$ cat config.mk
export PLATFORM = sky130hd
export DESIGN_NAME = cpc_stage
export DESIGN_NICKNAME = d
export VERILOG_FILES = /design/src/rtl/cpc_pkg.sv /design/src/rtl/cpc_stage.sv
export SDC_FILE = /design/constraint.sdc
export NUM_CORES = 1
export LEC_CHECK = 0
export BUFFER_PORTS_ARGS = -buffer_cell sky130_fd_sc_hd__buf_2
export CAP_MARGIN = 20
export CORE_AREA = 5 5 221 202
export CTS_BUF_LIST = sky130_fd_sc_hd__clkbuf_2 sky130_fd_sc_hd__clkbuf_4 sky130_fd_sc_hd__clkbuf_8
export CTS_CLUSTER_SIZE = 14
export DETAILED_ROUTE_END_ITERATION = 12
export DIE_AREA = 0 0 226 207
export SLEW_MARGIN = 10
export SYNTH_ARGS = -nofsm -noshare
export SYNTH_HDL_FRONTEND = slang
export SYNTH_SLANG_ARGS = --single-unit
$ cat constraint.sdc
create_clock -name clock -period 8.7 [get_ports clock]
set_input_delay 0.87 -clock clock [delete_from_list [all_inputs] [get_ports clock]]
set_output_delay 0.87 -clock clock [all_outputs]
set_load 0.1 [all_outputs]
$ cat src/rtl/cpc_pkg.sv
// shared types, constants and arctangent table for the polar/rectangular converter
package cpc_pkg;

   // field widths
   localparam int IN_WIDTH        = 16;
   localparam int OUT_WIDTH       = 17;

   // working formats: coordinates scaled by 2^14, angle in q30 radians
   localparam int GUARD_BITS      = 14;
   localparam int ANGLE_IN_SHIFT  = 17;
   localparam int ANGLE_OUT_SHIFT = 17;
   localparam int XY_WIDTH        = 34;
   localparam int Z_WIDTH         = 35;

   // gain correction multiplier
   localparam int MULT_WIDTH      = 32;
   localparam int GAIN_WIDTH      = 31;
   localparam int PROD_WIDTH      = MULT_WIDTH + GAIN_WIDTH;
   localparam int ROUND_SHIFT     = 44;

   localparam int ATAN_LEN        = 24;
   localparam int ATAN_IDX_WIDTH  = 5;

   localparam logic signed [Z_WIDTH-1:0] PI_Q30      = 35'sd3373259426;
   localparam logic signed [Z_WIDTH-1:0] HALF_PI_Q30 = 35'sd1686629713;
   localparam logic signed [Z_WIDTH-1:0] ANGLE_BIAS  =
      {{(Z_WIDTH-ANGLE_OUT_SHIFT){1'b0}}, 1'b1, {(ANGLE_OUT_SHIFT-1){1'b0}}};

   localparam logic signed [GAIN_WIDTH-1:0] INV_GAIN_Q30 = 31'sd652032874;
   localparam logic signed [PROD_WIDTH:0]   ROUND_BIAS   =
      {{(PROD_WIDTH+1-ROUND_SHIFT){1'b0}}, 1'b1, {(ROUND_SHIFT-1){1'b0}}};

   localparam logic signed [OUT_WIDTH-1:0] OUT_LIMIT = 17'sd46341;
   localparam logic signed [OUT_WIDTH-1:0] PI_Q13    = 17'sd25736;

   typedef enum logic {
      MODE_RECT_TO_POLAR = 1'b0,
      MODE_POLAR_TO_RECT = 1'b1
   } conv_mode_type;

   typedef struct packed {
      conv_mode_type                mode;
      logic                         origin;
      logic                         flip;
      logic signed [XY_WIDTH-1:0]   x;
      logic signed [XY_WIDTH-1:0]   y;
      logic signed [Z_WIDTH-1:0]    z;
   } cordic_data_type;

   // atan(2^-i) in q30, truncated
   function automatic logic signed [Z_WIDTH-1:0] atan_q30(input logic [ATAN_IDX_WIDTH-1:0] idx);
      logic signed [Z_WIDTH-1:0] val;
      case (idx)
         5'd0:    val = 35'sd843314856;
         5'd1:    val = 35'sd497837829;
         5'd2:    val = 35'sd263043836;
         5'd3:    val = 35'sd133524134;
         5'd4:    val = 35'sd67021686;
         5'd5:    val = 35'sd33543515;
         5'd6:    val = 35'sd16775850;
         5'd7:    val = 35'sd8388437;
         5'd8:    val = 35'sd4194282;
         5'd9:    val = 35'sd2097149;
         5'd10:   val = 35'sd1048575;
         5'd11:   val = 35'sd524287;
         5'd12:   val = 35'sd262143;
         5'd13:   val = 35'sd131071;
         5'd14:   val = 35'sd65535;
         5'd15:   val = 35'sd32767;
         5'd16:   val = 35'sd16383;
         5'd17:   val = 35'sd8191;
         5'd18:   val = 35'sd4095;
         5'd19:   val = 35'sd2047;
         5'd20:   val = 35'sd1023;
         5'd21:   val = 35'sd511;
         5'd22:   val = 35'sd255;
         5'd23:   val = 35'sd127;
         default: val = '0;
      endcase
      return val;
   endfunction

endpackage

$ cat src/rtl/cpc_stage.sv
// one cordic micro-rotation with its pipeline register
module cpc_stage
   import cpc_pkg::*;
#(
   parameter int SHIFT = 0
)
(
   input  logic            clock,
   input  logic            reset,
   input  logic            in_valid,
   output logic            in_ready,
   input  cordic_data_type in_data,
   output logic            out_valid,
   input  logic            out_ready,
   output cordic_data_type out_data
);

   logic                       valid_ff;
   cordic_data_type            data_ff;
   cordic_data_type            data_in;
   logic signed [XY_WIDTH-1:0] dx;
   logic signed [XY_WIDTH-1:0] dy;
   logic signed [Z_WIDTH-1:0]  step_angle;
   logic                       turn_pos;

   assign dx         = in_data.y >>> SHIFT;
   assign dy         = in_data.x >>> SHIFT;
   assign step_angle = atan_q30(ATAN_IDX_WIDTH'(SHIFT));

   // rotation drives z to zero, vectoring drives y to zero
   assign turn_pos = (in_data.mode == MODE_POLAR_TO_RECT) ? (in_data.z >= 0)
                                                          : (in_data.y < 0);

   always_comb begin
      data_in = in_data;
      if (turn_pos) begin
         data_in.x = in_data.x - dx;
         data_in.y = in_data.y + dy;
         data_in.z = in_data.z - step_angle;
      end else begin
         data_in.x = in_data.x + dx;
         data_in.y = in_data.y - dy;
         data_in.z = in_data.z + step_angle;
      end
   end

   assign in_ready = !valid_ff || out_ready;

   always_ff @(posedge clock) begin
      if (reset) begin
         valid_ff <= 1'b0;
      end else if (in_ready) begin
         valid_ff <= in_valid;
      end
   end

   always_ff @(posedge clock) begin
      if (in_ready && in_valid) begin
         data_ff <= data_in;
      end
   end

   assign out_valid = valid_ff;
   assign out_data  = data_ff;

endmodule

==> results.toml <==
[floorplan]
chipWidth_um = 226
coreArea_um2 = 42300
rows = 72
start_util = 0.246
die-area_um2 = 46800
num_io_pins = 218
die_h_um = 207

[sta]
setup_tns_ps = 0
fin_crit_sh = 0.509
rsz0062_at_grt = "no"
slew_headroom = 0.420
min_period_ps = 4420
tightest_slew_ps = 870
final_max_slew_viol_count = 0
setup_viol = 0
hold_viol = 0
fmax_ghz = 0.226
skew_ps = 16.3

[clock_tree]
htree_levels = 3
cts_root_buf = "clkbuf_8"
clock_sinks = 106
cts.reportedPaths.clkPinSlew_ps = 120
clock_latency_ps = 400
numCtsBuffers = 9
cts_tree = "yes"
clockBufferDepth = 2
hold_buffers = 0
post_cts_resize_count = 0
post_cts_buffers = 0

[global_route]
antenna_found_initial = 14
grt_max_degree = 76
grt-ovfl-total = 0
grt_pass1_wl_mm = 53.0
grt_pass1_vias = 9476
grtUsageTotal = 0.141

[detailed_routing]
drt_pre_antenna_iters = 5
wl_per_cell_um = 17.4
ant_nets = 0
drtIter0Drc = 768
wl_mm = 34.1
via_per_inst = 4.96
via_count = 9706
remaining_drc_errors = 0

[final_layout]
fin_util = 0.289
nets = 1636
drive_above_1_share = 0.190
layout_common_cells = "buf_2 (217), a21oi_1 (161), ha_1 (130), nor2_1 (109), inv_1 (108)"
layout_commonest_cell = "buf_2"
syn_to_final_growth_pct = 17.4
fin_area_um2 = 12200
layout.cells.non_filler = 1956

[place]
port_buffers = 217
dpl.hpwl_mm = 27.7
placed_area_um2 = 12000
dp.cells = 1936
routabilityCongestion = 0.917

[pwr]
internal_power_mw = 1.08
clockPowerShare = 0.138
combPwrFrac = 0.557
pwr-share-seq = 0.305
power_density_nw_per_um2 = 186
ir_drop_v = 0.000109
netSwitchingPower_mw = 1.19
switching_share = 0.525
power.total_mw = 2.27
leakage_nw = 5.23

[setup_path]
worstSetupPathType = "in -> reg"
reg2reg_depth = 3
reg2reg_slack_ps = 6530
end_kind = "register"
crit_fanout = 55
cp.arrival_ps = 4590
start_kind = "input port"
r2r-start = "out_valid"
rr_endpoint = "out_data[74]"
crit_required_ps = 8870

[yosys]
synth_edf_count = 105
ys_types = 80
ys_seq_area_frac = 0.305
synthFlopType = "edfxtp_1"
netlist_instances = 1205
syn_nets = 1449
synthArstFlopShare = 0
synth.avg_cell_area_um2 = 8.63
synth_seq_cells = 106
yosys.area.top_type = "edfxtp_1"
synth_area_leaders = "edfxtp_1 (30%), ha_1 (16%), a21oi_1 (7.8%), xnor2_1 (6.7%), nor2_1 (3.9%)"
ys_warn_count = 0
syn_area_um2 = 10400
yosysTopAreaCellShare = 0.303

[run]
cap_violations = 0

[worst_hold_path]
worstHoldPathCells = 2
hold_path_class = "reg -> reg"
hold_end = "out_valid"
worstHoldStart = "out_valid"

[outcome]
outcome = "finished, final reports clean"
## routing by layer
metal  GRT usage  share of wire
met5           0         0.0034
met2       0.229           0.46
met4      0.0447          0.026
met1       0.186           0.44
met3      0.0313          0.071
## cell type report
cell class | instances | area (µm²)
fill | 4475 | 30000
multi-input combinational | 940 | 6600
sequential | 106 | 3170
timing repair buffer | 220 | 1110
tap | 555 | 694
inverter | 115 | 432
clock buffer | 9 | 124
clock inverter | 7 | 65.1
antenna | 4 | 10.0
## worst max-delay path: stages
cell and delay [ps]:
buf_2 120, nor2_1 190, a21oi_4 60, inv_2 400, buf_4 630, fa_1 340
nor2b_1 70, o31a_1 270, o31a_1 280, a31o_1 240, nand2b_1 190, a31oi_1 220
o21ai_1 120, a21o_1 220, a221oi_2 250, xnor2_1 80
## worst max path at each step
stage / endpoint / startpoint / slack [ps] / cells past startpoint
3_3_place_gp: out_data[33] / in_data[68] / 3930 / 16
6_report: out_data[33] / in_data[68] / 4280 / 16
4_1_cts: out_data[33] / in_data[68] / 4340 / 16
2_1_floorplan: out_data[0] / out_ready / 4010 / 2
5_1_grt: out_data[33] / in_data[68] / 4050 / 16
3_5_place_dp: out_data[33] / in_data[68] / 3870 / 16
## sequential cells by signal, indices dropped and copies added (netlist names)
register   flops
out_valid      1
out_data     105
## kinds of logic (layout without fill, tap and decap cells)
family | after synthesis | count (layout) | share of synthesized area
DFF | 106 | 106 | 0.305
AOI/OAI and AO/OA | 402 | 402 | 0.244
and+or+nand+nor | 299 | 299 | 0.136
muxes | 11 | 11 | 0.0106
buffers and inverters | 159 | 351 | 0.0610
xor gates and xnor gates | 94 | 94 | 0.0792
other | 0 | 4 | 0
adders and majority gates | 134 | 134 | 0.164
## stage by stage
stage | hold WS [ps] | setup WS [ps]
after floorplan | 939 | 4010
after global placement | 497 | 3930
after detailed placement | 528 | 3870
after CTS | 546 | 4340
after global routing | 567 | 4050
final | 539 | 4280
## cells in the mapped netlist, types with 4 or more instances
| library cell | number |
|---|---|
| nand4_1 | 15 |
| nand2b_1 | 17 |
| edfxtp_1 | 105 |
| inv_1 | 108 |
| ha_1 | 130 |
| a21o_1 | 23 |
| o31ai_1 | 8 |
| o21ai_0 | 77 |
| nor2_1 | 109 |
| o211ai_1 | 7 |
| or3_1 | 4 |
| a31oi_1 | 9 |
| xnor2_1 | 79 |
| nand2_1 | 63 |
| or2_2 | 4 |
| o31a_1 | 7 |
| nor2b_1 | 12 |
| xor2_1 | 15 |
| o221ai_1 | 4 |
| o21a_1 | 15 |
| clkbuf_1 | 25 |
| nand3_1 | 24 |
| a21oi_1 | 162 |
| a221oi_1 | 4 |
| o21ai_1 | 9 |
| nor4_1 | 6 |
| o2111ai_1 | 4 |
| buf_2 | 12 |
| fa_1 | 4 |
| mux2i_1 | 11 |
| o21bai_1 | 23 |
| inv_2 | 4 |
| nor3_1 | 26 |
| a211oi_1 | 11 |
## power by group through the flow
stage          clock network (mW)  registers, mW  logic [mW]
6_report                    0.314          0.691        1.26
3_3_place_gp                    0          0.703        1.25
5_1_grt                     0.350          0.698        1.34
2_1_floorplan                   0           1.22       0.482
3_5_place_dp                    0          0.705        1.26
4_1_cts                     0.334          0.693        1.26
Power figures use the tool's default switching activity.
