===== config.mk =====
export PLATFORM = sky130hd
export DESIGN_NAME = cpc_post
export DESIGN_NICKNAME = d
export VERILOG_FILES = /design/src/rtl/cpc_pkg.sv /design/src/rtl/cpc_post.sv
export SDC_FILE = /design/constraint.sdc
export NUM_CORES = 2
export LEC_CHECK = 0
export BUFFER_PORTS_ARGS = -buffer_cell sky130_fd_sc_hd__buf_2
export CORE_UTILIZATION = 35
export CTS_BUF_LIST = sky130_fd_sc_hd__clkbuf_16
export CTS_CLUSTER_DIAMETER = 80
export DETAILED_ROUTE_END_ITERATION = 16
export PLACE_DENSITY = 0.59
export SLEW_MARGIN = 20
export SYNTH_ARGS = -nofsm -noshare
export SYNTH_HDL_FRONTEND = slang
export SYNTH_SLANG_ARGS = --single-unit

===== constraint.sdc =====
create_clock -name clock -period 17.5 [get_ports clock]
set_clock_uncertainty 0.2 [all_clocks]
set_input_delay 3.5 -clock clock [delete_from_list [all_inputs] [get_ports clock]]
set_output_delay 3.5 -clock clock [all_outputs]
set_load 0.02 [all_outputs]

===== src/rtl/cpc_pkg.sv =====
// shared types, constants and arctangent table for the polar/rectangular converter
package cpc_pkg;

   // field widths
   localparam int IN_WIDTH        = 16;
   localparam int OUT_WIDTH       = 17;

   // working formats: coordinates scaled by 2^14, angle in q30 radians
   localparam int GUARD_BITS      = 14;
   localparam int ANGLE_IN_SHIFT  = 17;
   localparam int ANGLE_OUT_SHIFT = 17;
   localparam int XY_WIDTH        = 34;
   localparam int Z_WIDTH         = 35;

   // gain correction multiplier
   localparam int MULT_WIDTH      = 32;
   localparam int GAIN_WIDTH      = 31;
   localparam int PROD_WIDTH      = MULT_WIDTH + GAIN_WIDTH;
   localparam int ROUND_SHIFT     = 44;

   localparam int ATAN_LEN        = 24;
   localparam int ATAN_IDX_WIDTH  = 5;

   localparam logic signed [Z_WIDTH-1:0] PI_Q30      = 35'sd3373259426;
   localparam logic signed [Z_WIDTH-1:0] HALF_PI_Q30 = 35'sd1686629713;
   localparam logic signed [Z_WIDTH-1:0] ANGLE_BIAS  =
      {{(Z_WIDTH-ANGLE_OUT_SHIFT){1'b0}}, 1'b1, {(ANGLE_OUT_SHIFT-1){1'b0}}};

   localparam logic signed [GAIN_WIDTH-1:0] INV_GAIN_Q30 = 31'sd652032874;
   localparam logic signed [PROD_WIDTH:0]   ROUND_BIAS   =
      {{(PROD_WIDTH+1-ROUND_SHIFT){1'b0}}, 1'b1, {(ROUND_SHIFT-1){1'b0}}};

   localparam logic signed [OUT_WIDTH-1:0] OUT_LIMIT = 17'sd46341;
   localparam logic signed [OUT_WIDTH-1:0] PI_Q13    = 17'sd25736;

   typedef enum logic {
      MODE_RECT_TO_POLAR = 1'b0,
      MODE_POLAR_TO_RECT = 1'b1
   } conv_mode_type;

   typedef struct packed {
      conv_mode_type                mode;
      logic                         origin;
      logic                         flip;
      logic signed [XY_WIDTH-1:0]   x;
      logic signed [XY_WIDTH-1:0]   y;
      logic signed [Z_WIDTH-1:0]    z;
   } cordic_data_type;

   // atan(2^-i) in q30, truncated
   function automatic logic signed [Z_WIDTH-1:0] atan_q30(input logic [ATAN_IDX_WIDTH-1:0] idx);
      logic signed [Z_WIDTH-1:0] val;
      case (idx)
         5'd0:    val = 35'sd843314856;
         5'd1:    val = 35'sd497837829;
         5'd2:    val = 35'sd263043836;
         5'd3:    val = 35'sd133524134;
         5'd4:    val = 35'sd67021686;
         5'd5:    val = 35'sd33543515;
         5'd6:    val = 35'sd16775850;
         5'd7:    val = 35'sd8388437;
         5'd8:    val = 35'sd4194282;
         5'd9:    val = 35'sd2097149;
         5'd10:   val = 35'sd1048575;
         5'd11:   val = 35'sd524287;
         5'd12:   val = 35'sd262143;
         5'd13:   val = 35'sd131071;
         5'd14:   val = 35'sd65535;
         5'd15:   val = 35'sd32767;
         5'd16:   val = 35'sd16383;
         5'd17:   val = 35'sd8191;
         5'd18:   val = 35'sd4095;
         5'd19:   val = 35'sd2047;
         5'd20:   val = 35'sd1023;
         5'd21:   val = 35'sd511;
         5'd22:   val = 35'sd255;
         5'd23:   val = 35'sd127;
         default: val = '0;
      endcase
      return val;
   endfunction

endpackage


===== src/rtl/cpc_post.sv =====
// gain correction multiply, rounding, saturation and output register
module cpc_post
   import cpc_pkg::*;
(
   input  logic                         clock,
   input  logic                         reset,
   input  logic                         in_valid,
   output logic                         in_ready,
   input  cordic_data_type              in_data,
   output logic                         out_valid,
   input  logic                         out_ready,
   output logic signed [OUT_WIDTH-1:0]  out_a,
   output logic signed [OUT_WIDTH-1:0]  out_b
);

   function automatic logic signed [OUT_WIDTH-1:0] unscale(
      input logic signed [PROD_WIDTH-1:0] prod);
      logic signed [PROD_WIDTH:0] sum;
      logic signed [PROD_WIDTH:0] shifted;
      logic signed [OUT_WIDTH-1:0] val;
      sum     = prod + ROUND_BIAS;
      shifted = sum >>> ROUND_SHIFT;
      if (shifted > OUT_LIMIT) begin
         val = OUT_LIMIT;
      end else if (shifted < -OUT_LIMIT) begin
         val = -OUT_LIMIT;
      end else begin
         val = shifted[OUT_WIDTH-1:0];
      end
      return val;
   endfunction

   // multiply stage
   logic                          mul_valid_ff;
   logic                          mul_ready;
   conv_mode_type                 mode_ff;
   logic                          origin_ff;
   logic signed [PROD_WIDTH-1:0]  prod_x_ff;
   logic signed [PROD_WIDTH-1:0]  prod_y_ff;
   logic signed [OUT_WIDTH-1:0]   angle_ff;
   logic signed [PROD_WIDTH-1:0]  prod_x_in;
   logic signed [PROD_WIDTH-1:0]  prod_y_in;
   logic signed [OUT_WIDTH-1:0]   angle_in;
   logic signed [XY_WIDTH-1:0]    x_sel;
   logic signed [XY_WIDTH-1:0]    y_sel;
   logic signed [MULT_WIDTH-1:0]  x_mul;
   logic signed [MULT_WIDTH-1:0]  y_mul;
   logic signed [Z_WIDTH-1:0]     z_rounded;
   logic signed [Z_WIDTH-1:0]     z_shifted;

   // output stage
   logic                          out_valid_ff;
   logic                          out_stage_ready;
   logic signed [OUT_WIDTH-1:0]   result_a_ff;
   logic signed [OUT_WIDTH-1:0]   result_b_ff;
   logic signed [OUT_WIDTH-1:0]   result_a_in;
   logic signed [OUT_WIDTH-1:0]   result_b_in;

   assign x_sel = in_data.flip ? -in_data.x : in_data.x;
   assign y_sel = in_data.flip ? -in_data.y : in_data.y;
   assign x_mul = x_sel[MULT_WIDTH-1:0];
   assign y_mul = y_sel[MULT_WIDTH-1:0];

   assign prod_x_in = x_mul * INV_GAIN_Q30;
   assign prod_y_in = y_mul * INV_GAIN_Q30;

   // q30 angle to q13, round half up, clamp to +-pi
   assign z_rounded = in_data.z + ANGLE_BIAS;
   assign z_shifted = z_rounded >>> ANGLE_OUT_SHIFT;

   always_comb begin
      if (z_shifted > PI_Q13) begin
         angle_in = PI_Q13;
      end else if (z_shifted < -PI_Q13) begin
         angle_in = -PI_Q13;
      end else begin
         angle_in = z_shifted[OUT_WIDTH-1:0];
      end
   end

   assign out_stage_ready = !out_valid_ff || out_ready;
   assign mul_ready       = !mul_valid_ff || out_stage_ready;
   assign in_ready        = mul_ready;

   always_ff @(posedge clock) begin
      if (reset) begin
         mul_valid_ff <= 1'b0;
      end else if (mul_ready) begin
         mul_valid_ff <= in_valid;
      end
   end

   always_ff @(posedge clock) begin
      if (mul_ready && in_valid) begin
         mode_ff   <= in_data.mode;
         origin_ff <= in_data.origin;
         prod_x_ff <= prod_x_in;
         prod_y_ff <= prod_y_in;
         angle_ff  <= angle_in;
      end
   end

   always_comb begin
      if (origin_ff) begin
         result_a_in = '0;
         result_b_in = '0;
      end else if (mode_ff == MODE_RECT_TO_POLAR) begin
         result_a_in = unscale(prod_x_ff);
         result_b_in = angle_ff;
      end else begin
         result_a_in = unscale(prod_x_ff);
         result_b_in = unscale(prod_y_ff);
      end
   end

   always_ff @(posedge clock) begin
      if (reset) begin
         out_valid_ff <= 1'b0;
      end else if (out_stage_ready) begin
         out_valid_ff <= mul_valid_ff;
      end
   end

   always_ff @(posedge clock) begin
      if (out_stage_ready && mul_valid_ff) begin
         result_a_ff <= result_a_in;
         result_b_ff <= result_b_in;
      end
   end

   assign out_valid = out_valid_ff;
   assign out_a     = result_a_ff;
   assign out_b     = result_b_ff;

endmodule


==> impl_metrics.json <==
{
  "synth.yosys.warnings": 0,
  "worstSetupPathType": "input pin to flip-flop",
  "initial_detailed_routing_violation_count": 2016,
  "filler_cell_count": 12420,
  "grt_start_max_net_pins": 60,
  "initial_antenna_violation_count": 1,
  "mappedNetlistNets": 6092,
  "buf_inv_stages_crit_path": 4,
  "routed-via-count": 30240,
  "timing.slew.headroom_pct": 20.34,
  "multiInputGateArea_mm2": 0.03517,
  "cts_max_level": 3,
  "finalCriticalPeriod_ps": 14810,
  "grt_remaining_overflow": 0,
  "synth.avg_cell_area_um2": 9.710,
  "cp_max_fo": 6,
  "synthFlopType": "sky130_fd_sc_hd__edfxtp_1",
  "finalSetupTns_ps": 0,
  "routed_via_density": 4.876,
  "routed_wl_um": 122500,
  "final-seq-area_mm2": 0.002833,
  "worst_slew_pin_slew_ps": 1191,
  "cts_setup_buffers": 0,
  "required_ps": 17460,
  "fin_util_pct": 37.86,
  "layout_setup_ws_ps": 2691,
  "die_w_um": 353.9,
  "drt-pass1-iter-count": 5,
  "die_height_um": 353.9,
  "post-route-drc-count": 0,
  "status": "finished clean",
  "core_area_mm2": 0.1224,
  "cts-hold-fix-buffers": 0,
  "cts.sinks": 95,
  "cp-start-kind": "input pin",
  "grt_setup_unrepaired": "false",
  "crit_path_end_kind": "flip-flop",
  "dieArea_mm2": 0.1252,
  "clk_transition_reported_paths_ps": 60,
  "crit_family": "adder cells",
  "hold_viol": 0,
  "report.final.slew_viol_count": 0,
  "max_stage_delay_ps": 940,
  "placed_area_mm2": 0.04604,
  "grt_usage_pct": 19.85,
  "detail_route.wl_per_cell_um": 19.75,
  "netlist_instances": 4463,
  "floorplan.io_pins": 146,
  "clock_tree.buffer_depth": 2,
  "synth-edff-count": 93,
  "setup_violations": 0,
  "insertion_delay_ps": 370,
  "numCtsBuffers": 9,
  "mostFrequentLayoutCell": "sky130_fd_sc_hd__inv_1",
  "synth-async-reset-ratio_pct": 0,
  "crit_path_top_delay_cell": "sky130_fd_sc_hd__xor2_1",
  "clock.fmax_mhz": 67.53,
  "grt_pass1_wl_um": 189400,
  "synth-seq-cells": 95,
  "synth_sequential_area_ratio_pct": 6.537,
  "cts_root_buf": "sky130_fd_sc_hd__clkbuf_16",
  "cap_violations": 0,
  "row_count": 128,
  "synthToLayoutAreaGrowth_pct": 6.886,
  "fin_crit_sh_pct": 84.62,
  "place_worst_setup_slack_ps": 2547,
  "hold_path_class": "flip-flop to flip-flop",
  "place.gp.congestion": 0.9673,
  "crit_arrival_ps": 14770,
  "cts_tree": "built",
  "mostFrequentLayoutCells": "sky130_fd_sc_hd__inv_1 (1367), sky130_fd_sc_hd__fa_1 (895), sky130_fd_sc_hd__ha_1 (624)",
  "port_buffers": 125,
  "via_count_of_the_first_global_routing_pass": 31940,
  "cts_resized": 0,
  "critical-path-top-cell-by-count": "sky130_fd_sc_hd__fa_1",
  "post_synth_num_cell_types": 90,
  "dp_hpwl_um": 111900,
  "syn-cell-area_mm2": 0.04334,
  "final_net_count": 6201,
  "starting_density_of_the_core_pct": 35.42,
  "post_route_cells_drive_above_1_share_pct": 5.025,
  "antenna_violating_nets_post_route": 0,
  "layout.cell_area.non_filler_mm2": 0.04632
}
[cells in the mapped netlist (11+ instances only)]
master / n / share of area [%]
sky130_fd_sc_hd__ha_1: 624 / 18
sky130_fd_sc_hd__a31oi_1: 19 / 0.27
sky130_fd_sc_hd__o21bai_1: 15 / 0.26
sky130_fd_sc_hd__inv_1: 1366 / 12
sky130_fd_sc_hd__nor2_1: 80 / 0.69
sky130_fd_sc_hd__a22o_1: 11 / 0.22
sky130_fd_sc_hd__xor2_1: 147 / 3.0
sky130_fd_sc_hd__o31ai_1: 24 / 0.42
sky130_fd_sc_hd__o21ai_0: 102 / 1.2
sky130_fd_sc_hd__and3_1: 25 / 0.36
sky130_fd_sc_hd__nand3_1: 62 / 0.72
sky130_fd_sc_hd__o21a_1: 20 / 0.35
sky130_fd_sc_hd__edfxtp_1: 93 / 6.4
sky130_fd_sc_hd__a211oi_1: 20 / 0.35
sky130_fd_sc_hd__a21o_1: 60 / 1.0
sky130_fd_sc_hd__nor4_1: 13 / 0.19
sky130_fd_sc_hd__mux2_2: 11 / 0.29
sky130_fd_sc_hd__nand2_1: 164 / 1.4
sky130_fd_sc_hd__clkbuf_1: 49 / 0.42
sky130_fd_sc_hd__nor2b_1: 19 / 0.27
sky130_fd_sc_hd__nand4_1: 35 / 0.51
sky130_fd_sc_hd__a21oi_1: 184 / 2.1
sky130_fd_sc_hd__fa_1: 895 / 41
sky130_fd_sc_hd__nor3_1: 30 / 0.35
sky130_fd_sc_hd__xnor2_1: 177 / 3.6
sky130_fd_sc_hd__nand2b_1: 11 / 0.16
[per-stage QoR]
stage | hold slack, ps | std cells
6_report | 322.0 | 6203
5_1_grt | 367.9 | 6202
4_1_cts | 329.9 | 6202
3_5_place_dp | 318.9 | 6186
3_3_place_gp | 301.8 | 6186
2_1_floorplan | 277.8 | 4463
[metal layers]
layer	GRT usage (%)	up-vias	share of wire [%]
li1	-	14080	-
met1	28.60	15070	47
met2	30.70	934	44
met3	3.753	152	7.1
met4	4.563	2	2.4
met5	0	-	0.0082
[cells by family after synthesis]
kind of cell | count (synthesis) | synth area share [%]
xor+xnor | 331 | 6.837
buf+inv | 1429 | 12.40
fa+ha+maj | 1520 | 59.38
flops | 95 | 6.537
simple gates | 503 | 5.907
compound gates | 572 | 8.604
mux | 13 | 0.3320
[worst min-delay path, cell delays in order, from the launching register on]
cell and delay, ps:
sky130_fd_sc_hd__dfxtp_1 330, sky130_fd_sc_hd__nor2_1 110, sky130_fd_sc_hd__nor2_1 40
[layout make-up]
type / count / share of cell area, %
inverters: 1369 / 11.09
clock inverters: 7 / 0.1026
diodes: 1 / 0.005402
flip-flops and latches: 95 / 6.115
well taps: 1625 / 4.389
repair buffers: 158 / 1.885
multi-input cells: 2939 / 75.92
clock buffers: 9 / 0.4862
[sequential cells by signal, summed over array words and instances (netlist names)]
register,count
angle_ff,17
mode_ff,1
prod_y_ff,20
out_a,17
prod_x_ff,20
out_b,17
out_valid,1
origin_ff,1
mul_valid_ff,1
[worst paths after layout]
path              slack, ps            end           from  cells past startpoint
setup / recovery       2690  prod_x_ff[62]    in_data[78]                     29
hold / removal          320      out_valid   mul_valid_ff                      2
setup reg to reg      13630       out_a[5]  prod_x_ff[43]                     10
hold reg to reg         320      out_valid   mul_valid_ff                      2
Power is not shown: default switching activity piles up to over one toggle a cycle in this logic, so the estimate is an artifact.
