===== config.mk =====
export PLATFORM = sky130hd
export DESIGN_NAME = cpc_pre
export DESIGN_NICKNAME = d
export VERILOG_FILES = /design/src/rtl/cpc_pkg.sv /design/src/rtl/cpc_pre.sv
export SDC_FILE = /design/constraint.sdc
export NUM_CORES = 1
export LEC_CHECK = 0
export BUFFER_PORTS_ARGS = -buffer_cell sky130_fd_sc_hd__buf_4
export CAP_MARGIN = 20
export CORE_ASPECT_RATIO = 1.1
export CORE_MARGIN = 4
export CORE_UTILIZATION = 55
export CTS_CLUSTER_SIZE = 16
export DETAILED_ROUTE_END_ITERATION = 10
export HOLD_SLACK_MARGIN = 0.12
export PLACE_DENSITY = 0.87
export SLEW_MARGIN = 20
export SYNTH_ARGS = -nofsm -noshare
export SYNTH_HDL_FRONTEND = slang
export SYNTH_SLANG_ARGS = --single-unit

===== constraint.sdc =====
create_clock -name clock -period 3.7 [get_ports clock]
set_clock_uncertainty 0.05 [all_clocks]
set_input_delay 0.37 -clock clock [delete_from_list [all_inputs] [get_ports clock]]
set_output_delay 0.37 -clock clock [all_outputs]
set_load 0.05 [all_outputs]

===== src/rtl/cpc_pkg.sv =====
// shared types, constants and arctangent table for the polar/rectangular converter
package cpc_pkg;

   // field widths
   localparam int IN_WIDTH        = 16;
   localparam int OUT_WIDTH       = 17;

   // working formats: coordinates scaled by 2^14, angle in q30 radians
   localparam int GUARD_BITS      = 14;
   localparam int ANGLE_IN_SHIFT  = 17;
   localparam int ANGLE_OUT_SHIFT = 17;
   localparam int XY_WIDTH        = 34;
   localparam int Z_WIDTH         = 35;

   // gain correction multiplier
   localparam int MULT_WIDTH      = 32;
   localparam int GAIN_WIDTH      = 31;
   localparam int PROD_WIDTH      = MULT_WIDTH + GAIN_WIDTH;
   localparam int ROUND_SHIFT     = 44;

   localparam int ATAN_LEN        = 24;
   localparam int ATAN_IDX_WIDTH  = 5;

   localparam logic signed [Z_WIDTH-1:0] PI_Q30      = 35'sd3373259426;
   localparam logic signed [Z_WIDTH-1:0] HALF_PI_Q30 = 35'sd1686629713;
   localparam logic signed [Z_WIDTH-1:0] ANGLE_BIAS  =
      {{(Z_WIDTH-ANGLE_OUT_SHIFT){1'b0}}, 1'b1, {(ANGLE_OUT_SHIFT-1){1'b0}}};

   localparam logic signed [GAIN_WIDTH-1:0] INV_GAIN_Q30 = 31'sd652032874;
   localparam logic signed [PROD_WIDTH:0]   ROUND_BIAS   =
      {{(PROD_WIDTH+1-ROUND_SHIFT){1'b0}}, 1'b1, {(ROUND_SHIFT-1){1'b0}}};

   localparam logic signed [OUT_WIDTH-1:0] OUT_LIMIT = 17'sd46341;
   localparam logic signed [OUT_WIDTH-1:0] PI_Q13    = 17'sd25736;

   typedef enum logic {
      MODE_RECT_TO_POLAR = 1'b0,
      MODE_POLAR_TO_RECT = 1'b1
   } conv_mode_type;

   typedef struct packed {
      conv_mode_type                mode;
      logic                         origin;
      logic                         flip;
      logic signed [XY_WIDTH-1:0]   x;
      logic signed [XY_WIDTH-1:0]   y;
      logic signed [Z_WIDTH-1:0]    z;
   } cordic_data_type;

   // atan(2^-i) in q30, truncated
   function automatic logic signed [Z_WIDTH-1:0] atan_q30(input logic [ATAN_IDX_WIDTH-1:0] idx);
      logic signed [Z_WIDTH-1:0] val;
      case (idx)
         5'd0:    val = 35'sd843314856;
         5'd1:    val = 35'sd497837829;
         5'd2:    val = 35'sd263043836;
         5'd3:    val = 35'sd133524134;
         5'd4:    val = 35'sd67021686;
         5'd5:    val = 35'sd33543515;
         5'd6:    val = 35'sd16775850;
         5'd7:    val = 35'sd8388437;
         5'd8:    val = 35'sd4194282;
         5'd9:    val = 35'sd2097149;
         5'd10:   val = 35'sd1048575;
         5'd11:   val = 35'sd524287;
         5'd12:   val = 35'sd262143;
         5'd13:   val = 35'sd131071;
         5'd14:   val = 35'sd65535;
         5'd15:   val = 35'sd32767;
         5'd16:   val = 35'sd16383;
         5'd17:   val = 35'sd8191;
         5'd18:   val = 35'sd4095;
         5'd19:   val = 35'sd2047;
         5'd20:   val = 35'sd1023;
         5'd21:   val = 35'sd511;
         5'd22:   val = 35'sd255;
         5'd23:   val = 35'sd127;
         default: val = '0;
      endcase
      return val;
   endfunction

endpackage


===== src/rtl/cpc_pre.sv =====
// input conditioning stage: scaling, quadrant pre-rotation and origin detect
module cpc_pre
   import cpc_pkg::*;
(
   input  logic                        clock,
   input  logic                        reset,
   input  logic                        in_valid,
   output logic                        in_ready,
   input  conv_mode_type               in_mode,
   input  logic signed [IN_WIDTH-1:0]  in_a,
   input  logic signed [IN_WIDTH-1:0]  in_b,
   output logic                        out_valid,
   input  logic                        out_ready,
   output cordic_data_type             out_data
);

   logic                       valid_ff;
   cordic_data_type            data_ff;
   cordic_data_type            data_in;
   logic signed [XY_WIDTH-1:0] a_scaled;
   logic signed [XY_WIDTH-1:0] b_scaled;
   logic signed [Z_WIDTH-1:0]  b_angle;

   assign a_scaled = {{(XY_WIDTH-IN_WIDTH-GUARD_BITS){in_a[IN_WIDTH-1]}}, in_a,
                      {GUARD_BITS{1'b0}}};
   assign b_scaled = {{(XY_WIDTH-IN_WIDTH-GUARD_BITS){in_b[IN_WIDTH-1]}}, in_b,
                      {GUARD_BITS{1'b0}}};
   assign b_angle  = {{(Z_WIDTH-IN_WIDTH-ANGLE_IN_SHIFT){in_b[IN_WIDTH-1]}}, in_b,
                      {ANGLE_IN_SHIFT{1'b0}}};

   always_comb begin
      data_in.mode   = in_mode;
      data_in.origin = 1'b0;
      data_in.flip   = 1'b0;
      data_in.x      = a_scaled;
      data_in.y      = b_scaled;
      data_in.z      = '0;
      if (in_mode == MODE_RECT_TO_POLAR) begin
         data_in.origin = (in_a == '0) && (in_b == '0);
         // left half plane: mirror through the origin and start at +-pi
         if (in_a < 0) begin
            data_in.x = -a_scaled;
            data_in.y = -b_scaled;
            data_in.z = (in_b >= 0) ? PI_Q30 : -PI_Q30;
         end
      end else begin
         data_in.y = '0;
         data_in.z = b_angle;
         // fold angles beyond +-pi/2, negate the result later
         if (b_angle > HALF_PI_Q30) begin
            data_in.z    = b_angle - PI_Q30;
            data_in.flip = 1'b1;
         end else if (b_angle < -HALF_PI_Q30) begin
            data_in.z    = b_angle + PI_Q30;
            data_in.flip = 1'b1;
         end
      end
   end

   assign in_ready = !valid_ff || out_ready;

   always_ff @(posedge clock) begin
      if (reset) begin
         valid_ff <= 1'b0;
      end else if (in_ready) begin
         valid_ff <= in_valid;
      end
   end

   always_ff @(posedge clock) begin
      if (in_ready && in_valid) begin
         data_ff <= data_in;
      end
   end

   assign out_valid = valid_ff;
   assign out_data  = data_ff;

endmodule


==> reports/qor.yml, run 1 <==
layout:
  drive_above_1_share: 0.305
  final_util: 0.695
  antenna_cells: 0
  syn2layout_area_growth_pct: 20.6
  final_nets: 525
  fin_area_um2: 4950
yosys:
  synth_ff_type: "edfxtp_1"
  synth_edf_count: 63
  yosys.area_share.xor_xnor: 0.0810
  yosys_register_bits: 64
  synth_simple_gate_area_frac: 0.155
  ys_types: 62
  post_synth_mux_area_share: 0.0177
  syn_avg_cell_area_um2: 10.5
  synth.cell_area_um2: 4110
  yosysSeqAreaShare: 0.465
  async_flop_share: 0
  synthTopCellsByArea: "edfxtp_1 (46%), buf_4 (8.4%), xnor2_1 (4.7%)"
  synth_compound_area_frac: 0.128
  synth_top_family_by_area: "simple AND/OR/NAND/NOR gates"
  synth_fa_ha_area_frac: 0.0213
  yosys_warnings: 0
  syn_inst: 393
  post-synth-top-area-cell: "edfxtp_1"
  yosys.area.top_type_share: 0.461
worst_setup_path:
  path_cells: "buf_4 -> nor4_2 -> nand4_1 -> or2_1 -> nand2b_1 -> ha_1 -> nor2_1 -> or3_1"
  cp_max_fo: 13
  arrival_ps: 2330
  cp-start-kind: "primary input"
  critPathRequiredTime_ps: 3870
  critPathSlowestCell: "nor2_1"
  critPathBufInv: 1
  path_class: "primary input to register"
  r2r_end: "out_data[98]"
  r2r-start: "out_valid"
  cp_top_family: "simple AND/OR/NAND/NOR gates"
  slowest_delay_ps: 400
  r2r_cells: 3
  reg2reg_slack_ps: 1700
  crit_path_end_kind: "register"
cts:
  cts_buffers: 9
  holdBufCountCts: 1
  cts_setup_buffers: 0
  clockRootBuffer: "clkbuf_8"
  path_clk_slew_ps: 70
  cts_tree: "built"
  cts_sinks: 64
  worstSkewPairLatency_ps: 340
  clockBufferDepth: 2
  cts-htree-levels: 3
  ctsResizeCount: 0
power_and_ir_drop:
  p_leak_nw: 2.18
  totalPowerFinal_mw: 2.24
  max-vdd-ir-drop_mv: 0.273
  p_per_area_nw_per_um2: 453
drt:
  drc: 0
  drt_pre_antenna_iters: 4
  via_per_inst: 5.47
  drt_iter0_drc: 190
  wl_per_cell_um: 17.4
  dr_total_vias: 3125
  ant_nets: 0
  drt-total-wl_um: 9940
placed_design:
  portBuffers: 115
  dp_hpwl_um: 7280
  place_area_um2: 4720
  place_congestion: 0.854
  post-place-ws_ps: 1180
timing:
  rsz0062_at_grt: "false"
  max-slew-margin-rel: 0.458
  slew_violations: 0
  worst_slack_ps: 1540
  max_freq_ghz: 0.463
  hold_viol: 0
  setup_viol: 0
  tightest_slew_ps: 812
  min_period_over_period: 0.584
  tns_ps: 0
  fin_crit_ps: 2160
die:
  start_util: 0.576
  die_x_um: 90.4
  io_pins: 145
  rows: 32
  die_h_um: 98.6
  coreArea_um2: 7130
  dieArea_um2: 8920
min_path:
  whs_path_depth: 1
  min_from: "in_a[0]"
  hold_path_end: "out_data[83]"
  holdCritPathClass: "primary input to register"
grt:
  track_usage: 0.222
  grt_overflow: 0
  antenna_found_initial: 0
  grt_max_degree: 52
  grt_pass1_wl_um: 15900
  grt_pass1_vias: 3165
flow_run:
  maxCapViolCount: 0
outcome:
  status: "completed"
[report_power, final]
group          internal (mW)  switching, mW
Sequential             0.869         0.0186
Clock                  0.416          0.271
Combinational          0.188          0.481
[sequential cells by signal, indices dropped and copies added (netlist names)]
register,flops
out_valid,1
out_data,63
[logic make-up after synthesis]
kind of cell	after synthesis
multiplexers	7
other	1
XOR/XNOR	38
buffers and inverters	84
adder cells (fa/ha/maj)	7
AO/OA/AOI/OAI	71
AND/OR/NAND/NOR	121
flip-flops	64
[how the worst max path moves through the flow]
stage	endpoint	cells past startpoint	slack, ps	from
after CTS	out_data[27]	8	1550	in_b[5]
after detailed placement	out_data[27]	8	1180	in_b[5]
final	out_data[27]	8	1540	in_b[5]
after floorplan	out_data[100]	2	690	out_valid
after global placement	out_data[27]	8	1240	in_b[5]
after global routing	out_data[27]	8	1350	in_b[5]
[synth_stat cells, types with 4 or more instances]
cell type / n
a21o_1: 14
a21oi_1: 13
a31oi_1: 4
a32oi_1: 4
and2_1: 8
buf_2: 7
buf_4: 46
buf_6: 5
clkbuf_1: 8
edfxtp_1: 63
ha_1: 7
inv_1: 15
mux2i_1: 5
nand2_1: 28
nand2b_1: 6
nand4_1: 6
nor2_1: 37
nor2b_1: 6
nor3_1: 5
nor4_1: 5
o21ai_0: 8
o21ai_1: 4
xnor2_1: 22
xor2_1: 16
[stage by stage]
stage	hold slack, ps	cells
6_report	167	571
2_1_floorplan	389	421
3_3_place_gp	464	554
5_1_grt	156	571
4_1_cts	148	571
3_5_place_dp	482	554
[placed cells by master (no fill, tap or decap), drive strengths merged, types with 7 or more instances in the layout]
master    n
a21o     14
a21oi    15
and2      8
buf     117
clkbuf   13
conb     29
edfxtp   63
ha        7
inv      15
nand2    28
nor2     37
nor4      8
o21ai    12
xnor2    22
xor2     16
[cell type report]
cell class,instances,area [um^2]
Inverter,15,56.3
Tap cell,85,106
Timing Repair Buffer,118,888
Clock inverter,3,65.1
Sequential cell,64,1910
Multi-Input combinational cell,273,1770
Clock buffer,13,159
Fill cell,565,2170
[routing by layer]
metal	share of wire	track usage	vias up
met5	0	0	-
met4	0.020	0.0824	0
met3	0.067	0.0595	22
met2	0.51	0.396	135
met1	0.40	0.257	1485
li1	-	-	1483
(Power assumes the default switching activity.)
==> run 2, diff against run 1 <==
--- a/config.mk
+++ b/config.mk
@@ -9,11 +9,11 @@
 export CAP_MARGIN = 20
 export CORE_ASPECT_RATIO = 1.1
 export CORE_MARGIN = 4
-export CORE_UTILIZATION = 55
+export CORE_UTILIZATION = 46
 export CTS_CLUSTER_SIZE = 16
 export DETAILED_ROUTE_END_ITERATION = 10
 export HOLD_SLACK_MARGIN = 0.12
-export PLACE_DENSITY = 0.87
+export PLACE_DENSITY = 0.78
 export SLEW_MARGIN = 20
 export SYNTH_ARGS = -nofsm -noshare
 export SYNTH_HDL_FRONTEND = slang
==> constraint.sdc (replaced) <==
create_clock -name clock -period 1.8 [get_ports clock]
set_clock_uncertainty 0.05 [all_clocks]
set_input_delay 0.18 -clock clock [delete_from_list [all_inputs] [get_ports clock]]
set_output_delay 0.18 -clock clock [all_outputs]
set_load 0.05 [all_outputs]
==> run 2 against run 1 <==
Net effect:
- the flow now finishes with violations (setup timing)
- sequential share of layout area shrank 6.2 points
- combinational power increased by 140%
- sequential power up 100%
- cell count up 21%
- register-to-register slack got worse by 1200 ps
- die area rose by 18%
- global-route usage decreased by 2.1 points
- critical path depth increased by 1
- hold slack improved by 6.3 ps
- clock-buffer cell count is 2 lower
- power rose by 110%
- largest power group unchanged
==> reports/qor.yml, run 2 (synthesis gave the netlist of run 1 again) <==
grt:
  antenna_found_initial: 0
  grt_overflow: 0
  grt_max_degree: 29
  track_usage: 0.201
  grt_pass1_vias: 3466
  grt_pass1_wl_um: 16900
cts:
  cts_buffers: 9
  path_clk_slew_ps: 80
  cts_sinks: 64
  cts-htree-levels: 3
  cts_tree: "built"
  worstSkewPairLatency_ps: 340
  clockBufferDepth: 2
  clockRootBuffer: "clkbuf_8"
drt:
  via_per_inst: 4.99
  ant_nets: 0
  dr_total_vias: 3436
  drt-total-wl_um: 10900
  drc: 0
  wl_per_cell_um: 15.9
  drt_pre_antenna_iters: 4
  drt_iter0_drc: 182
worst_setup_path:
  endpoint: "out_data[32]"
  r2r_cells: 3
  r2r-start: "out_valid"
  cp-start-kind: "primary input"
  cp_max_fo: 7
  arrival_ps: 1870
  path_class: "primary input to register"
  crit_start: "in_b[4]"
  reg2reg_slack_ps: 470
  r2r_end: "out_data[57]"
  crit_path_end_kind: "register"
  critPathRequiredTime_ps: 1860
timing:
  fin_crit_ps: 1810
  hold_viol: 0
  worst_slack_ps: -12.5
  min_period_over_period: 1.01
  slew_violations: 0
  rsz0062_at_grt: "true"
  setup_viol: 2
  max_freq_ghz: 0.552
die:
  start_util: 0.481
  coreArea_um2: 8540
  die_h_um: 107
  die_x_um: 98.1
  rows: 35
  io_pins: 145
  dieArea_um2: 10500
power_and_ir_drop:
  p_per_area_nw_per_um2: 795
  p_leak_nw: 2.66
  max-vdd-ir-drop_mv: 0.330
  totalPowerFinal_mw: 4.69
placed_design:
  dp_hpwl_um: 8200
  place_congestion: 0.850
  numPlacedInstances: 652
  post-place-ws_ps: -420
  portBuffers: 115
layout:
  antenna_cells: 0
  final_common_cell: "buf_4"
  final_nets: 617
  largest_reg_flops: 63
  drive_above_1_share: 0.436
  finalNonFillerCells: 689
  num-fill-cells: 663
  mostFrequentLayoutCells: "buf_4 (191), edfxtp_1 (63), nor2_1 (34), conb_1 (29), nand2_1 (27)"
  syn2layout_area_growth_pct: 43.6
outcome:
  violations: "setup timing"
  status: "complete, but fails checks"
min_path:
  whs_path_depth: 3
  holdCritPathClass: "primary input to register"
  min_from: "in_a[10]"
flow_run:
  maxCapViolCount: 0
## run 2: cell types whose count changed in the layout (fill, tap and decap cells not counted), sizes merged
cell / change
buf: +80
bufinv: -1
clkbuf: -2
clkinv: +1
clkinvlp: +2
dlygate4sd3: +12
## run 2: metrics by stage
step	setup TNS, ps	hold slack, ps	area (um^2)	util
6_report	-17.0	174	5900	0.691
5_1_grt	-318	203	5900	0.691
4_1_cts	0	169	5780	0.677
3_5_place_dp	-8380	293	5440	0.637
3_3_place_gp	-7860	287	5440	0.637
2_1_floorplan	-1850	199	4380	-
## run 2: critical path, cell delays in order
cell and delay, ps:
buf_8 110, buf_12 130, nor4_4 280, nand4_1 200
or2_1 270, nand2b_4 160, ha_4 170, and2_4 190
a31o_1 180
## run 2: timing repair
item                       4_1_cts  5_1_grt
gates resized for setup          1       13
pin swaps                        2       10
hold buffers                    13        0
hold endpoints to repair        12        0
setup endpoints to repair        4       22
buffers inserted                 0        8
## run 2: area by class of cell
type	count	area (um^2)	share of cell area
repair buffers	210	1670	0.282
clock inverters	5	55.1	0.00933
clock buffers	11	151	0.0257
multi-input cells	273	1910	0.323
well taps	111	139	0.0235
inverters	15	68.8	0.0117
flip-flops and latches	64	1910	0.324
## run 2: worst min path at each step
stage / slack [ps] / endpoint
after floorplan: 200 / out_valid
after global placement: 290 / out_valid
after detailed placement: 290 / out_valid
after CTS: 170 / out_data[93]
after global routing: 200 / out_data[96]
final: 170 / out_data[93]
## run 2: per-layer routing
metal,track usage,share of wire,up-vias
met5,0,0,-
met4,0.0682,0.013,0
met3,0.0332,0.058,12
met2,0.375,0.53,124
met1,0.233,0.40,1634
li1,-,-,1666
## run 2: report_power, final
group / switching, mW / leakage [nW] / internal [mW]
registers: 0.0397 / 0.631 / 1.78
clock network: 0.582 / 0.101 / 0.710
logic: 1.04 / 1.93 / 0.535
total: 1.66 / 2.66 / 3.03
==> run 3, diff against run 2 <==
--- a/config.mk
+++ b/config.mk
@@ -8,7 +8,6 @@
 export BUFFER_PORTS_ARGS = -buffer_cell sky130_fd_sc_hd__buf_4
 export CAP_MARGIN = 20
 export CORE_ASPECT_RATIO = 1.1
-export CORE_MARGIN = 4
 export CORE_UTILIZATION = 46
 export CTS_CLUSTER_SIZE = 16
 export DETAILED_ROUTE_END_ITERATION = 10
==> run 3 against run 2 <==
Net effect:
- the run now ends clean
- maximum frequency is 4.0% higher
- critical path depth stayed put
- combinational power hardly changed
- clock-buffer cell count stayed put
- design area is 0.76% lower
- first-iteration DRC count is 15% lower
- clock power hardly changed
- setup slack better by 69 ps
- utilization is 0.53 points lower
- cell count is 1.0% lower
- hold slack worse by 9.4 ps
- wire length is 5.6% lower
- critical path type unchanged
- critical endpoint is now out_data[58]
- largest power group unchanged
==> reports/qor.yml, run 3 (synthesis gave the netlist of run 1 again) <==
worst_setup_path:
  critPathBufInv: 3
  crit_path_end_kind: "register"
  crit_start: "in_b[3]"
  path_class: "primary input to register"
  critPathRequiredTime_ps: 1850
  critPathSlowestCell: "or4b_4"
  path_cells: "buf_4 -> inv_8 -> ha_4 -> or4b_4 -> buf_6 -> or2_4 -> o31ai_4 -> xor2_1 -> nor2_1"
  cp-start-kind: "primary input"
  r2r-start: "out_valid"
  cp_max_fo: 4
  slowest_delay_ps: 480
  arrival_ps: 1790
  cp_top_family: "simple AND/OR/NAND/NOR gates"
layout:
  fin_area_um2: 5850
  mostFrequentLayoutCells: "buf_4 (182), edfxtp_1 (63), nor2_1 (35), conb_1 (29), nand2_1 (27)"
  final_common_cell: "buf_4"
  drive_above_1_share: 0.427
  syn2layout_area_growth_pct: 42.5
  antenna_cells: 0
  finalNonFillerCells: 682
  multi_input_area_um2: 1940
  num-fill-cells: 663
  regArea_um2: 1910
  largest_reg_flops: 63
  final_nets: 610
cts:
  path_clk_slew_ps: 70
  clockBufferDepth: 2
  cts-htree-levels: 3
  cts_sinks: 64
  worstSkewPairLatency_ps: 340
  clockRootBuffer: "clkbuf_8"
  cts_tree: "built"
  cts_buffers: 9
power_and_ir_drop:
  max-vdd-ir-drop_mv: 0.468
  p_leak_nw: 2.63
  totalPowerFinal_mw: 4.64
  p_per_area_nw_per_um2: 793
die:
  die_x_um: 92.1
  coreArea_um2: 8540
  io_pins: 145
  rows: 35
  start_util: 0.481
  dieArea_um2: 9310
  die_h_um: 101
grt:
  antenna_found_initial: 0
  grt_overflow: 0
  track_usage: 0.229
  grt_pass1_vias: 3353
  grt_pass1_wl_um: 16400
  grt_max_degree: 27
drt:
  dr_total_vias: 3424
  drt-total-wl_um: 10300
  ant_nets: 0
  drt_iter0_drc: 155
  drt_pre_antenna_iters: 4
  via_per_inst: 5.02
  wl_per_cell_um: 15.1
  drc: 0
min_path:
  holdCritPathClass: "primary input to register"
  min_from: "in_a[13]"
placed_design:
  post-place-ws_ps: -440
  place_area_um2: 5420
  portBuffers: 115
  place_congestion: 0.899
  numPlacedInstances: 651
  dp_hpwl_um: 7770
timing:
  max_freq_ghz: 0.574
  fin_crit_ps: 1740
  slew_violations: 0
  min_period_over_period: 0.968
  rsz0062_at_grt: "true"
  setup_viol: 0
  tns_ps: 0
  hold_viol: 0
  worst_slack_ps: 57.0
flow_run:
  maxCapViolCount: 0
outcome:
  status: "completed"
## run 3: cell count changes in the layout (fill, tap and decap cells not counted), sizes merged
cell / before / now
buf: 197 / 189
a21oi: 15 / 16
clkinv: 2 / 3
clkinvlp: 2 / 1
## run 3: where the power goes
part           switching, mW  internal [mW]  total (mW)
combinational           1.03          0.525        1.56
clock                  0.584          0.675        1.26
sequential            0.0410           1.78        1.83
## run 3: path summary, 6_finish.rpt
| check | end | slack [ps] | cells past startpoint |
|---|---|---|---|
| max | out_data[58] | 60 | 9 |
| min | out_data[96] | 160 | 3 |
| max reg2reg | out_data[57] | 490 | 3 |
| min reg2reg | out_data[97] | 820 | 2 |
## run 3: what timing repair did
item | CTS | global route
setup endpoints to repair | 4 | 16
cloned | 0 | 1
setup buffers | 0 | 1
pin swaps | 2 | 8
hold endpoints to repair | 12 | 0
gates resized for setup | 3 | 13
hold buffers | 13 | 0
## run 3: area by class of cell
type                            instances  area share
Clock inverter                          5     0.00962
Clock buffer                           11      0.0242
Sequential cell                        64       0.327
Multi-Input combinational cell        274       0.332
Tap cell                              111      0.0237
Timing Repair Buffer                  202       0.272
Inverter                               15      0.0118
## run 3: stage by stage
stage	hold WS (ps)	util
finish	164	0.685
global route	176	0.685
CTS	149	0.675
detailed placement	297	0.635
global placement	290	0.635
floorplan	199	-
## run 3: worst min-delay path, cell delays in order
cell	delay [ps]
buf_4	90
inv_1	50
xnor2_1	140
## run 3: metal layers
metal  GRT usage  share of wire
met1       0.271           0.41
met2       0.420           0.52
met3      0.0339          0.048
met4      0.0889          0.023
met5           0              0
